[config.mk]
export PLATFORM = sky130hd
export DESIGN_NAME = ordered_list_store_unit
export DESIGN_NICKNAME = d
export VERILOG_FILES = /design/src/ols_pkg.sv /design/src/ordered_list_store_unit.sv
export SDC_FILE = /design/constraint.sdc
export NUM_CORES = 1
export LEC_CHECK = 0
export BUFFER_PORTS_ARGS = -buffer_cell sky130_fd_sc_hd__buf_4
export CAP_MARGIN = 10
export CORE_MARGIN = 4
export CORE_UTILIZATION = 50
export CTS_CLUSTER_DIAMETER = 50
export DETAILED_ROUTE_END_ITERATION = 6
export GPL_ROUTABILITY_DRIVEN = 0
export MAX_ROUTING_LAYER = met4
export PLACE_DENSITY = 0.69
export SLEW_MARGIN = 20
export SYNTH_ARGS = -nofsm -noshare
export SYNTH_HDL_FRONTEND = slang
export SYNTH_SLANG_ARGS = --single-unit
[constraint.sdc]
create_clock -name clk -period 4.9 [get_ports clk]
set_input_delay 0.49 -clock clk [delete_from_list [all_inputs] [get_ports clk]]
set_output_delay 0.49 -clock clk [all_outputs]
set_load 0.01 [all_outputs]
[src/ols_pkg.sv]
// Shared types and codes for the ordered list store.
package ols_pkg;

    // Operation carried by each input transaction.
    typedef enum logic [1:0] {
        KIND_APPEND = 2'd0,
        KIND_INSERT = 2'd1,
        KIND_REMOVE = 2'd2,
        KIND_CLEAR  = 2'd3
    } kind_t;

    // Result status codes.
    typedef logic [1:0] status_t;
    localparam status_t ST_DONE      = 2'd0;
    localparam status_t ST_NOT_FOUND = 2'd1;
    localparam status_t ST_FULL      = 2'd2;

    // Field widths of the stream payloads.
    localparam int unsigned VALUE_W  = 32;
    localparam int unsigned POS_W    = 5;
    localparam int unsigned LEN_W    = 5;
    localparam int unsigned IN_DW    = 40;
    localparam int unsigned OUT_DW   = 8;
    localparam int unsigned KIND_W   = 2;

endpackage

[src/ordered_list_store_unit.sv]
// Ordered list of signed 32-bit values held in a single-port-write, registered-read memory.
//
//  Channel | Direction | Signals                        | Contents
//  --------+-----------+--------------------------------+------------------------------------
//  s_*     | input     | s_tvalid s_tready s_tdata s_tuser | operation, value, insert position
//  m_*     | output    | m_tvalid m_tready m_tdata      | status and length after operation
//
// Append and clear need only decode and response; insert at position p moves entries
// p..length-1 up, last first, then writes the value; remove scans from index 0 to the
// first match, then moves each later entry down. Entries move one per cycle through the
// registered read. One transaction is worked on at a time; a finished result waits in the
// output register and stalls only the final step. Reset empties the list at once.
module ordered_list_store_unit #(
    parameter int unsigned DEPTH = 16
) (
    input  logic                           clk,
    input  logic                           rst_n,
    input  logic                           s_tvalid,
    output logic                           s_tready,
    // s_tdata fields from bit 0: value[31:0], position[36:32], zero fill [39:37]
    input  logic [ols_pkg::IN_DW-1:0]      s_tdata,
    // s_tuser fields from bit 0: kind[1:0]
    input  logic [ols_pkg::KIND_W-1:0]     s_tuser,
    output logic                           m_tvalid,
    input  logic                           m_tready,
    // m_tdata fields from bit 0: status[1:0], length[6:2], zero fill [7]
    output logic [ols_pkg::OUT_DW-1:0]     m_tdata
);
    import ols_pkg::*;

    localparam int unsigned AW   = (DEPTH > 1) ? $clog2(DEPTH) : 1;
    localparam int unsigned CW   = $clog2(DEPTH + 1);
    localparam int unsigned CMPW = (CW > POS_W) ? CW : POS_W;

    typedef enum logic [5:0] {
        S_IDLE      = 6'b000001,
        S_INS_SHIFT = 6'b000010,
        S_INS_PUT   = 6'b000100,
        S_SCAN      = 6'b001000,
        S_DEL_SHIFT = 6'b010000,
        S_RESP      = 6'b100000
    } state_t;

    state_t                state_reg, state_next;
    logic [CW-1:0]         count_reg, count_next;
    status_t               status_reg, status_next;
    logic [AW-1:0]         rd_idx_reg, rd_idx_next;
    logic [AW-1:0]         pos_reg, pos_next;
    logic [VALUE_W-1:0]    value_reg, value_next;
    logic                  m_tvalid_reg, m_tvalid_next;
    logic [OUT_DW-1:0]     m_tdata_reg, m_tdata_next;

    // List storage with registered read data.
    logic [VALUE_W-1:0]    mem [DEPTH];
    logic [VALUE_W-1:0]    rdata_reg;
    logic                  wr_en;
    logic [AW-1:0]         wr_addr;
    logic [VALUE_W-1:0]    wr_data;
    logic                  rd_en;
    logic [AW-1:0]         rd_addr;

    // Decoded input fields and list status.
    logic [VALUE_W-1:0]    in_value;
    logic [POS_W-1:0]      in_pos;
    kind_t                 in_kind;
    logic                  full;
    logic                  at_end;
    logic [AW-1:0]         last_idx;
    logic                  accept;

    assign in_value = s_tdata[VALUE_W-1:0];
    assign in_pos   = s_tdata[VALUE_W+POS_W-1:VALUE_W];
    assign in_kind  = kind_t'(s_tuser);
    assign full     = (count_reg == CW'(DEPTH));
    assign at_end   = (CMPW'(in_pos) >= CMPW'(count_reg));
    assign last_idx = AW'(count_reg - CW'(1));
    assign s_tready = (state_reg == S_IDLE);
    assign accept   = s_tvalid && s_tready;

    // Memory port.
    always_ff @(posedge clk)
    begin
        if (wr_en)
        begin
            mem[wr_addr] <= wr_data;
        end
        if (rd_en)
        begin
            rdata_reg <= mem[rd_addr];
        end
    end

    // Sequencer: decode, shift entries one per cycle, and deliver the result.
    always_comb
    begin
        state_next    = state_reg;
        count_next    = count_reg;
        status_next   = status_reg;
        rd_idx_next   = rd_idx_reg;
        pos_next      = pos_reg;
        value_next    = value_reg;
        m_tvalid_next = m_tvalid_reg;
        m_tdata_next  = m_tdata_reg;
        wr_en         = 1'b0;
        wr_addr       = '0;
        wr_data       = value_reg;
        rd_en         = 1'b0;
        rd_addr       = '0;

        // The output register empties when its transaction completes.
        if (m_tvalid_reg && m_tready)
        begin
            m_tvalid_next = 1'b0;
        end

        case (state_reg)
            S_IDLE:
            begin
                if (accept)
                begin
                    value_next  = in_value;
                    status_next = ST_DONE;
                    state_next  = S_RESP;
                    case (in_kind)
                        KIND_APPEND, KIND_INSERT:
                        begin
                            if (full)
                            begin
                                status_next = ST_FULL;
                            end
                            else if (in_kind == KIND_APPEND || at_end)
                            begin
                                wr_en      = 1'b1;
                                wr_addr    = AW'(count_reg);
                                wr_data    = in_value;
                                count_next = count_reg + CW'(1);
                            end
                            else
                            begin
                                // Move the tail up, starting from the last entry.
                                pos_next    = AW'(in_pos);
                                rd_en       = 1'b1;
                                rd_addr     = last_idx;
                                rd_idx_next = last_idx;
                                state_next  = S_INS_SHIFT;
                            end
                        end
                        KIND_REMOVE:
                        begin
                            if (count_reg == '0)
                            begin
                                status_next = ST_NOT_FOUND;
                            end
                            else
                            begin
                                rd_en       = 1'b1;
                                rd_addr     = '0;
                                rd_idx_next = '0;
                                state_next  = S_SCAN;
                            end
                        end
                        default:
                        begin
                            count_next = '0;
                        end
                    endcase
                end
            end

            S_INS_SHIFT:
            begin
                wr_en   = 1'b1;
                wr_addr = rd_idx_reg + AW'(1);
                wr_data = rdata_reg;
                if (rd_idx_reg == pos_reg)
                begin
                    state_next = S_INS_PUT;
                end
                else
                begin
                    rd_en       = 1'b1;
                    rd_addr     = rd_idx_reg - AW'(1);
                    rd_idx_next = rd_idx_reg - AW'(1);
                end
            end

            S_INS_PUT:
            begin
                wr_en      = 1'b1;
                wr_addr    = pos_reg;
                wr_data    = value_reg;
                count_next = count_reg + CW'(1);
                state_next = S_RESP;
            end

            S_SCAN:
            begin
                if (rdata_reg == value_reg)
                begin
                    if (rd_idx_reg == last_idx)
                    begin
                        count_next = count_reg - CW'(1);
                        state_next = S_RESP;
                    end
                    else
                    begin
                        rd_en       = 1'b1;
                        rd_addr     = rd_idx_reg + AW'(1);
                        rd_idx_next = rd_idx_reg + AW'(1);
                        state_next  = S_DEL_SHIFT;
                    end
                end
                else if (rd_idx_reg == last_idx)
                begin
                    status_next = ST_NOT_FOUND;
                    state_next  = S_RESP;
                end
                else
                begin
                    rd_en       = 1'b1;
                    rd_addr     = rd_idx_reg + AW'(1);
                    rd_idx_next = rd_idx_reg + AW'(1);
                end
            end

            S_DEL_SHIFT:
            begin
                // Move each later entry down over the removed one.
                wr_en   = 1'b1;
                wr_addr = rd_idx_reg - AW'(1);
                wr_data = rdata_reg;
                if (rd_idx_reg == last_idx)
                begin
                    count_next = count_reg - CW'(1);
                    state_next = S_RESP;
                end
                else
                begin
                    rd_en       = 1'b1;
                    rd_addr     = rd_idx_reg + AW'(1);
                    rd_idx_next = rd_idx_reg + AW'(1);
                end
            end

            S_RESP:
            begin
                if (!m_tvalid_reg || m_tready)
                begin
                    m_tvalid_next = 1'b1;
                    m_tdata_next  = {1'b0, LEN_W'(count_reg), status_reg};
                    state_next    = S_IDLE;
                end
            end

            default:
            begin
                state_next = S_IDLE;
            end
        endcase
    end

    // Control registers.
    always_ff @(posedge clk or negedge rst_n)
    begin
        if (!rst_n)
        begin
            state_reg    <= S_IDLE;
            count_reg    <= '0;
            m_tvalid_reg <= 1'b0;
        end
        else
        begin
            state_reg    <= state_next;
            count_reg    <= count_next;
            m_tvalid_reg <= m_tvalid_next;
        end
    end

    // Working and payload registers.
    always_ff @(posedge clk)
    begin
        status_reg  <= status_next;
        rd_idx_reg  <= rd_idx_next;
        pos_reg     <= pos_next;
        value_reg   <= value_next;
        m_tdata_reg <= m_tdata_next;
    end

    assign m_tvalid = m_tvalid_reg;
    assign m_tdata  = m_tdata_reg;

endmodule

== Yosys cells after proc, flatten, opt, wreduce, memory -nomap -nowiden ==
Memories as Yosys holds them, arrays and structs flattened. A register that Yosys moved wholly into a read port is not among the register bits.
Cells that the tools add are included.
W data, S select, Z words.

* Flip-flop bits (word level): 61
* RAM bits: 512
* Bits of input ports: 46
* Output and inout port bits: 10
* Word-level logic and storage cells: 131
* Memories: 1

{| class="wikitable"
|+ Memory list
! memory !! words !! bits a word !! rd ports !! clocked after Yosys merged registers in !! wr ports !! RTL line !! source
|-
| mem || 16 || 32 || 1 || 1 || 1 || ordered_list_store_unit.sv:54 || <nowiki>logic [VALUE_W-1:0] mem [DEPTH];</nowiki>
|}

* $add $sub $neg: 4
* Magnitude comparators: 1
* Equal/unequal tests: 26
* Mux-type cells: 68
* Bitwise gates (word level): 2
* Reduce and logical (&&, ||, !) cells: 21

{| class="wikitable"
|+ Operators with widths
! cell !! number
|-
| $mux W32 || 4
|-
| $mux W4 || 16
|-
| $pmux W32 S2 || 1
|-
| $mux W6 || 9
|-
| $pmux W6 S6 || 1
|-
| $eq A32 B32 Y1 || 1
|-
| $mux W5 || 5
|-
| $pmux W4 S3 || 2
|-
| $pmux W5 S4 || 1
|-
| $mux W1 || 16
|-
| $ne A2 B2 Y1 const B || 8
|-
| $pmux W4 S4 || 1
|-
| $ne A3 B3 Y1 const B || 4
|-
| $pmux W6 S2 || 1
|-
| $pmux W5 S2 || 1
|-
| $eq A4 B4 Y1 || 2
|-
| $mux W2 || 4
|-
| $pmux W2 S2 || 2
|-
| $pmux W4 S2 || 1
|-
| $reduce_and A8 Y1 || 1
|-
| $eq A6 B1 Y1 const B || 1
|-
| $eq A6 B2 Y1 const B || 1
|-
| $eq A6 B3 Y1 const B || 1
|-
| $eq A6 B4 Y1 const B || 1
|-
| other kinds (30) || 37
|}

== Depth between registers and ports, before layout ==
Gate-level depths: netlist (run 1).

* Depth in word-level cells: 9
* Gate-level depth with buffers: 12
* Mapped depth without buffers: 9

== Worst setup path before layout (run 1) ==
OpenSTA, ideal clock, no wires.

* Kind: register to register
* Start: reg count_reg[3]
* End: mem mem[0][0] (enable)
* Library setup time: 461 ps
* Arrival: 4,731 ps
* Data required time: 4,439 ps
* Slack: -292 ps
* Stages on the path, launching flop included: 11
* Buffers on the path: 1
* Period minus slack after synthesis: 5,192 ps
* Cells stage by stage: dfrtp_1 > clkbuf_1 > inv_1 > ha_1 > nand4_1 > o221ai_1 > nor2_1 > nor2_1 > a221o_1 > or2_2 > nor3_1

* Word-level cells in the longest chain between the ends: 9
* Elaborated cells on any way between the ends: 15
* Classes of those cells: order compare (1); eq/ne (1); mux (12); reduce/logical (1)

{| class="wikitable"
|+ Ends and longest elaborated chain
! what !! RTL line !! source
|-
| from (decl) || ordered_list_store_unit.sv:45 || <nowiki>logic [CW-1:0] count_reg, count_next;</nowiki>
|-
| from (signal assigned) || ordered_list_store_unit.sv:274 || <nowiki>count_reg <= count_next;</nowiki>
|-
| $ge A5 B5 Y1 || ordered_list_store_unit.sv:75 || <nowiki>assign at_end = (CMPW'(in_pos) >= CMPW'(count_reg));</nowiki>
|-
| $logic_or A1 B1 Y1 || ordered_list_store_unit.sv:131 || <nowiki>else if (in_kind == KIND_APPEND || at_end)</nowiki>
|-
| $mux W1 || ordered_list_store_unit.sv:131 ||
|-
| $mux W1 || ordered_list_store_unit.sv:127 || <nowiki>if (full)</nowiki>
|-
| $mux W1 || ordered_list_store_unit.sv:124 || <nowiki>case (in_kind)</nowiki>
|-
| $mux W1 || ordered_list_store_unit.sv:119 || <nowiki>if (accept)</nowiki>
|-
| $pmux W1 S2 || ordered_list_store_unit.sv:116 || <nowiki>case (state_reg)</nowiki>
|-
| $mux W1 || ordered_list_store_unit.sv:83 || <nowiki>if (wr_en)</nowiki>
|-
| $mux W1 (implied by the code) || ordered_list_store_unit.sv:85 || <nowiki>mem[wr_addr] <= wr_data;</nowiki>
|-
| to (decl) || ordered_list_store_unit.sv:54 ||
|}

Parallel ways exist; a longest one is shown, timed or not.

== Worst setup path after layout (run 1) ==
* Start: reg count_reg[0]
* End: reg rdata_reg[2], read port of mem (data pin)

* Word-level cells in the longest chain between the ends: 7
* Elaborated cells on any way between the ends: 19
* Classes of those cells: add/sub (1); order compare (1); eq/ne (2); mux (13); reduce/logical (2)

{| class="wikitable"
|+ Ends and longest elaborated chain
! what !! RTL line !! source
|-
| $ge A5 B5 Y1 || ordered_list_store_unit.sv:75 ||
|-
| $logic_or A1 B1 Y1 || ordered_list_store_unit.sv:131 ||
|-
| $mux W1 or $mux W4 (tied branches) || ordered_list_store_unit.sv:131 ||
|-
| $mux W1 or $mux W4 (tied branches) || ordered_list_store_unit.sv:127 ||
|-
| $pmux W1 S2 or $mux W4 (tied branches) || -- ||
|-
| $mux W1 or $mux W4 (tied branches) || ordered_list_store_unit.sv:119 ||
|-
| $pmux W1 S3 or $pmux W4 S3 (tied branches) || ordered_list_store_unit.sv:116 ||
|-
| to (decl) || ordered_list_store_unit.sv:55 || <nowiki>logic [VALUE_W-1:0] rdata_reg;</nowiki>
|}

Parallel ways exist; a longest one is shown, timed or not.
A chain may end at the register's enable or synchronous reset.

==> run_results.csv, run 1 <==
group,metric,value,unit
clock_network,cts_root_buf,"clkbuf_16",
route,drc,2,
finish,utilization,58.5,%
clock_network,clk_pin_slew,0.06,ns
route,wl,60.1,mm
route,dr.pass1.iters,7,
clock_network,cts_tree,"yes",
grt,grtUsageTotal,23.2,%
floorplanning,row_count,80,
floorplanning,core_area,48100,um2
finish,layout_commonest_cell,"edfxtp_1",
clock_network,cts_sinks,605,
finish,seq_area,18100,um2
critical_path,reg2regPathDepth,10,
clock_network,numCtsBuffers,60,
timing,fin_skew,0.0356,ns
logic_synthesis,synth_ff_type,"edfxtp_1",
placed_design,io_buffers,51,
power,power.leakage,10.9,nW
critical_path,r2r-start,"count_reg[0]",
timing,tightest_slew,1.09,ns
clock_network,cts_max_path_buffers,3,
critical_path,critical_path_class,"reg2reg",
finish,final_nets,1569,
finish,final_cell_area,28200,um2
timing,slew_viol_final,0,
logic_synthesis,ys_seq_area_share,73.8,%
critical_path,endpoint,"rdata_reg[2]",
floorplanning,dieArea,52600,um2
finish,largest_reg_flops,512,
logic_synthesis,yosys_warnings,0,
logic_synthesis,synth_enable_flop_cells,593,
logic_synthesis,synthCells,1425,
route,via_count,13800,
logic_synthesis,yosysUniqueCellTypes,60,
timing,holdWs,0.0640,ns
critical_path,reg2reg_to,"rdata_reg[2]",
timing,max_freq,231,MHz
logic_synthesis,syn_nets,1481,
grt,grt_max_degree,81,
min_path,hold_path.class,"in2reg",
min_path,holdPathStages,1,
placed_design,post_dp_cell_area,26200,um2
timing,layout_setup_ws,0.562,ns
outcome,violations,"design-rule violations",
critical_path,crit_arrival,4.67,ns
route,drtIter0Drc,1646,
timing,slew_headroom,27.0,%
critical_path,r2r_setup_slack,0.56,ns
grt,grt_pass1_vias,13500,
clock_network,worst_skew_pair.late_latency,0.63,ns
critical_path,worstSetupStartpoint,"count_reg[0]",
logic_synthesis,ys_ff_latch,605,
route,wire_per_inst,27.1,um
route,ant_nets,0,
clock_network,htree_num_levels,2,
floorplanning,die_x,229,um
timing,rsz0062_at_grt,"false",
critical_path,cp-end-kind,"flip-flop",
placed_design,place_hpwl,33.1,mm
logic_synthesis,syn_area_per_cell,17.2,um2
route,vias_per_cell,6.25,
critical_path,crit_fanout,18,
timing,hold_viol_final,0,
finish,multiInputGateArea,6010,um2
finish,drive_above_1_share,14.9,%
floorplanning,die_h,229,um
grt,antenna_found_initial,0,
grt,grt_overflow,0,
outcome,outcome,"complete, but fails checks",
placed_design,post-place-ws,0.637,ns
timing,finalCritPeriodShare,88.5,%
timing,timing.final.crit_period,4.34,ns
finish,area_growth,15.0,%
power,peakVddDrop,0.349,mV
critical_path,required,5.23,ns
floorplanning,start_util,50.9,%
critical_path,setup.worst_path.start_class,"flip-flop",
timing,setup_viol,0,
logic_synthesis,synth_area,24500,um2
grt,grt_pass1_wl,88.4,mm
finish,n_fill_cell,3584,
finish,layout_common_cells,"edfxtp_1 (593), mux2i_1 (256), buf_4 (83)",
logic_synthesis,ys_async_sr_fraction,1.98,%
power,power.density,543,nW/um2
floorplanning,ios,56,
job,max_cap_violations,0,
min_path,worstHoldStart,"s_tdata[14]",
finish,diodes,0,
## kinds of logic (layout without fill, tap and decap cells)
logic type / count (synthesis) / in the layout / share of synthesized area (%)
other: 1 / 1 / 0.0153
adder cells (fa/ha/maj): 10 / 10 / 0.510
AO/OA/AOI/OAI: 230 / 230 / 7.56
multiplexers: 256 / 256 / 10.5
flip-flops: 605 / 605 / 73.8
AND/OR/NAND/NOR: 146 / 146 / 3.58
buffers and inverters: 131 / 266 / 2.34
XOR/XNOR: 46 / 46 / 1.70
## metrics by stage
stage	setup TNS, ns	total power [W]	std cells
finish	0	0.0153	2216
floorplan	-18.66	0.00947	1425
detailed placement	0	0.0107	2106
CTS	0	0.0153	2216
global placement	0	0.0106	2106
global route	0	0.0159	2216
## report_power, final
group	switching [W]	total, W	internal [W]	leakage, nW
Combinational	0.00241	0.00348	0.00107	4.36
Sequential	0.000209	0.00721	0.00700	5.56
Clock	0.00193	0.00460	0.00268	0.969
## layer usage
layer,wire [um],track usage [%],vias to the layer above
met5,0,-,-
met4,1470,6.96,0
met3,4750,3.07,122
met2,29500,37.6,643
met1,24400,31.1,7060
li1,-,-,6014
## layout make-up
class,instances,share of cell area (%)
repair buffers,106,3.81
multi-input cells,689,21.3
well taps,656,2.91
flip-flops and latches,605,64.2
inverters,51,0.679
clock buffers,70,5.46
clock inverters,39,1.56
## what timing repair did
item	4_1_cts	5_1_grt
endpoints found under the hold margin	12	0
buffers inserted	0	0
hold buffers	1	0
gates resized for setup	0	0
## cell usage after synthesis (8+ instances only)
master / n / area (um2)
xnor2_1: 39 / 342
mux2i_1: 256 / 2560
buf_4: 8 / 60.1
nor2_1: 27 / 101
nor3_1: 10 / 50.1
nand4_1: 11 / 68.8
or4_1: 36 / 270
o22ai_1: 68 / 425
clkbuf_1: 27 / 101
nand2_1: 24 / 90.1
buf_2: 41 / 205
a21oi_1: 8 / 40.0
o21ai_0: 10 / 50.1
a222oi_1: 32 / 320
edfxtp_1: 593 / 17800
o32ai_1: 65 / 569
dfrtp_1: 11 / 275
ha_1: 10 / 125
inv_1: 51 / 191
## how the worst min path moves through the flow
| stage | endpoint | slack, ns |
|---|---|---|
| 6_report | value_reg[14] | 0.06 |
| 5_1_grt | value_reg[19] | 0.04 |
| 4_1_cts | value_reg[10] | 0.03 |
| 3_5_place_dp | count_reg[2] | 0.35 |
| 3_3_place_gp | count_reg[2] | 0.34 |
| 2_1_floorplan | count_reg[0] | 0.19 |
## worst max-delay path, cell delays in order, from the launching register on
cell and delay [ns]:
dfrtp_1 0.63, inv_1 0.16, ha_1 0.34, xor3_1 0.43
nor3_4 0.20, a21oi_4 0.16, a221oi_1 0.62, or4_2 0.61
buf_12 0.27, o32ai_1 0.10, or4_1 0.53
No activity file was read; power rests on OpenSTA's default activity.
==> run 2: changes to the inputs <==
--- a/config.mk
+++ b/config.mk
@@ -5,6 +5,7 @@
 export SDC_FILE = /design/constraint.sdc
 export NUM_CORES = 1
 export LEC_CHECK = 0
+export ABC_AREA = 1
 export BUFFER_PORTS_ARGS = -buffer_cell sky130_fd_sc_hd__buf_4
 export CAP_MARGIN = 10
 export CORE_MARGIN = 4
@@ -13,8 +14,9 @@
 export DETAILED_ROUTE_END_ITERATION = 6
 export GPL_ROUTABILITY_DRIVEN = 0
 export MAX_ROUTING_LAYER = met4
-export PLACE_DENSITY = 0.69
+export PLACE_DENSITY = 0.68
 export SLEW_MARGIN = 20
 export SYNTH_ARGS = -nofsm -noshare
 export SYNTH_HDL_FRONTEND = slang
 export SYNTH_SLANG_ARGS = --single-unit
+export TNS_END_PERCENT = 50
==> run 2 against run 1 <==
Compared with the run above:
- the flow now finishes without violations
- synthesized area rose by 16%
- first-iteration DRC count up 38%
- critical path depth unchanged
- critical path type unchanged
- critical endpoint is now mem[3][25]
- highest routed layer unchanged
==> run_results.csv, run 2 <==
group,metric,value,unit
clock_network,clk_pin_slew,0.06,ns
timing,hold_viol_final,0,
timing,holdWs,0.0705,ns
timing,timing.final.crit_period,4.00,ns
outcome,outcome,"complete, no violations",
finish,layout_common_cells,"edfxtp_1 (593), inv_1 (575), nand3_1 (473)",
finish,largest_reg_flops,512,
floorplanning,start_util,50.9,%
timing,fin_skew,0.0312,ns
job,max_cap_violations,0,
finish,drive_above_1_share,10.0,%
critical_path,critPathBufInv,2,
critical_path,cp_num_cells,10,
logic_synthesis,yosysUniqueCellTypes,46,
grt,grt_pass1_wl,113,mm
timing,tightest_slew,1.04,ns
finish,layout_commonest_cell,"edfxtp_1",
finish,area_growth,13.1,%
finish,seq_area,18100,um2
critical_path,path_common_cell,"nand2_1",
critical_path,cp-end-kind,"flip-flop",
clock_network,postCtsSetupBuffers,0,
logic_synthesis,synthCells,2768,
clock_network,cts_tree,"yes",
logic_synthesis,synth_enable_flop_cells,593,
logic_synthesis,synth_area,28300,um2
route,ant_nets,0,
logic_synthesis,synth_ff_type,"edfxtp_1",
critical_path,crit_fanout,27,
clock_network,hold_buffers,1,
logic_synthesis,syn_nets,2824,
grt,grt_overflow,0,
critical_path,cpPeakStageDelay,0.70,ns
timing,setup_tns,0,ns
critical_path,crit_family,"simple AND/OR/NAND/NOR gates",
timing,setup_viol,0,
route,via_count,20800,
route,drtIter0Drc,2266,
timing,slew_viol_final,0,
placed_design,dpl.cell_count,3460,
clock_network,cts_sinks,605,
critical_path,required,5.20,ns
clock_network,cts_root_buf,"clkbuf_16",
floorplanning,dieArea,60500,um2
finish,stdcell_count,3589,
route,dr.pass1.iters,6,
logic_synthesis,synth_top_cell_by_area,"edfxtp_1",
logic_synthesis,ys_async_sr_fraction,1.98,%
placed_design,place_hpwl,40.6,mm
grt,grtUsageTotal,24.9,%
logic_synthesis,synthMostInstantiatedCell,"edfxtp_1",
logic_synthesis,synthTopCellsByCount,"edfxtp_1 (593), inv_1 (576), nand3_1 (474), nand2_1 (366), nand4_1 (264)",
power,power.leakage,13.2,nW
grt,antenna_found_initial,3,
placed_design,io_buffers,51,
power,power,0.0164,W
floorplanning,core_area,55600,um2
min_path,holdPathStages,1,
clock_network,cts_max_path_buffers,3,
logic_synthesis,synth_area_leaders,"edfxtp_1 (63%), nand3_1 (8.4%), inv_1 (7.6%)",
floorplanning,die_x,246,um
critical_path,setup.worst_path.start_class,"flip-flop",
critical_path,path_cells,"inv_2, ha_1, nand3_1, nand2_1, nor2_2, nand2_2, o21ai_0, nand2_1, nor2_4, buf_12",
route,wl,74.1,mm
route,drc,0,
critical_path,crit_arrival,4.30,ns
timing,slew_headroom,30.7,%
finish,n_fill_cell,4505,
clock_network,cts_resized,0,
min_path,hold_path.class,"in2reg",
floorplanning,row_count,86,
logic_synthesis,ys_seq_area_share,63.9,%
power,peakVddDrop,0.274,mV
timing,finalCritPeriodShare,81.6,%
clock_network,htree_num_levels,3,
route,wire_per_inst,20.6,um
timing,max_freq,250,MHz
finish,multiInputGateArea,7420,um2
grt,grt_max_degree,132,
clock_network,worst_skew_pair.late_latency,0.61,ns
logic_synthesis,yosys_warnings,0,
critical_path,reg2regPathDepth,10,
finish,utilization,57.6,%
finish,final_nets,2840,
critical_path,critical_path_class,"reg2reg",
logic_synthesis,syn_area_per_cell,10.2,um2
grt,grt_pass1_vias,19800,
floorplanning,die_h,246,um
timing,rsz0062_at_grt,"false",
floorplanning,ios,56,
critical_path,cp_slowest_cell,"nor2_4",
route,vias_per_cell,5.78,
logic_synthesis,ys_ff_latch,605,
logic_synthesis,synth_top_area_share,62.8,%
clock_network,numCtsBuffers,68,
power,power.density,513,nW/um2
[run 2: cell count changes in the layout (fill, tap and decap cells not counted), moves of 65 or more]
cell     delta
inv_1     +525
mux2i_1   -256
nand2_1   +343
nand3_1   +468
nand4_1   +253
o22ai_1    -68
o32ai_1    -65
[run 2: report_power, final]
group,switching [W],internal [W]
Combinational,0.00291,0.00113
Sequential,0.000187,0.00716
Clock,0.00207,0.00297
[run 2: final timing paths]
path / from / endpoint / slack (ns)
worst max-delay path: count_reg[0] / mem[3][25] / 0.90
worst min-delay path: s_tdata[18] / value_reg[18] / 0.07
worst max register to register: count_reg[0] / mem[3][25] / 0.90
worst min register to register: status_reg[1] / m_tdata[1] / 0.42
max in group asynchronous: rst_n / state_reg[0] / 4.38
min in group asynchronous: rst_n / count_reg[4] / 0.29
[run 2: routing by layer]
metal  GRT usage, %  share of wire, %
met5              -                 0
met2           38.7                47
met4           9.24               3.3
met1           32.7                40
met3           5.05               9.9
[run 2: final cells by class]
cell class,count,area share (%)
Sequential cell,605,56.5
Multi-Input combinational cell,1395,23.2
Inverter,588,6.89
Clock buffer,88,5.81
Timing Repair Buffer,126,3.62
Tap cell,748,2.92
Clock inverter,37,1.07
Antenna cell,2,0.0156
[run 2: cells by family after synthesis]
kind of cell	after synthesis	synth area share [%]
DFF	605	63.9
xor gates and xnor gates	30	0.927
buffers and inverters	768	10.7
other	1	0.0132
AOI/OAI and AO/OA	143	3.10
adders and majority gates	10	0.442
and+or+nand+nor	1211	20.9
[run 2: stage by stage]
stage	instance area, um2	worst slack (ns)
final	32000	0.901
after global routing	32000	0.601
after CTS	32000	0.892
after detailed placement	29800	0.934
after global placement	29800	0.960
after floorplan	28300	1.30
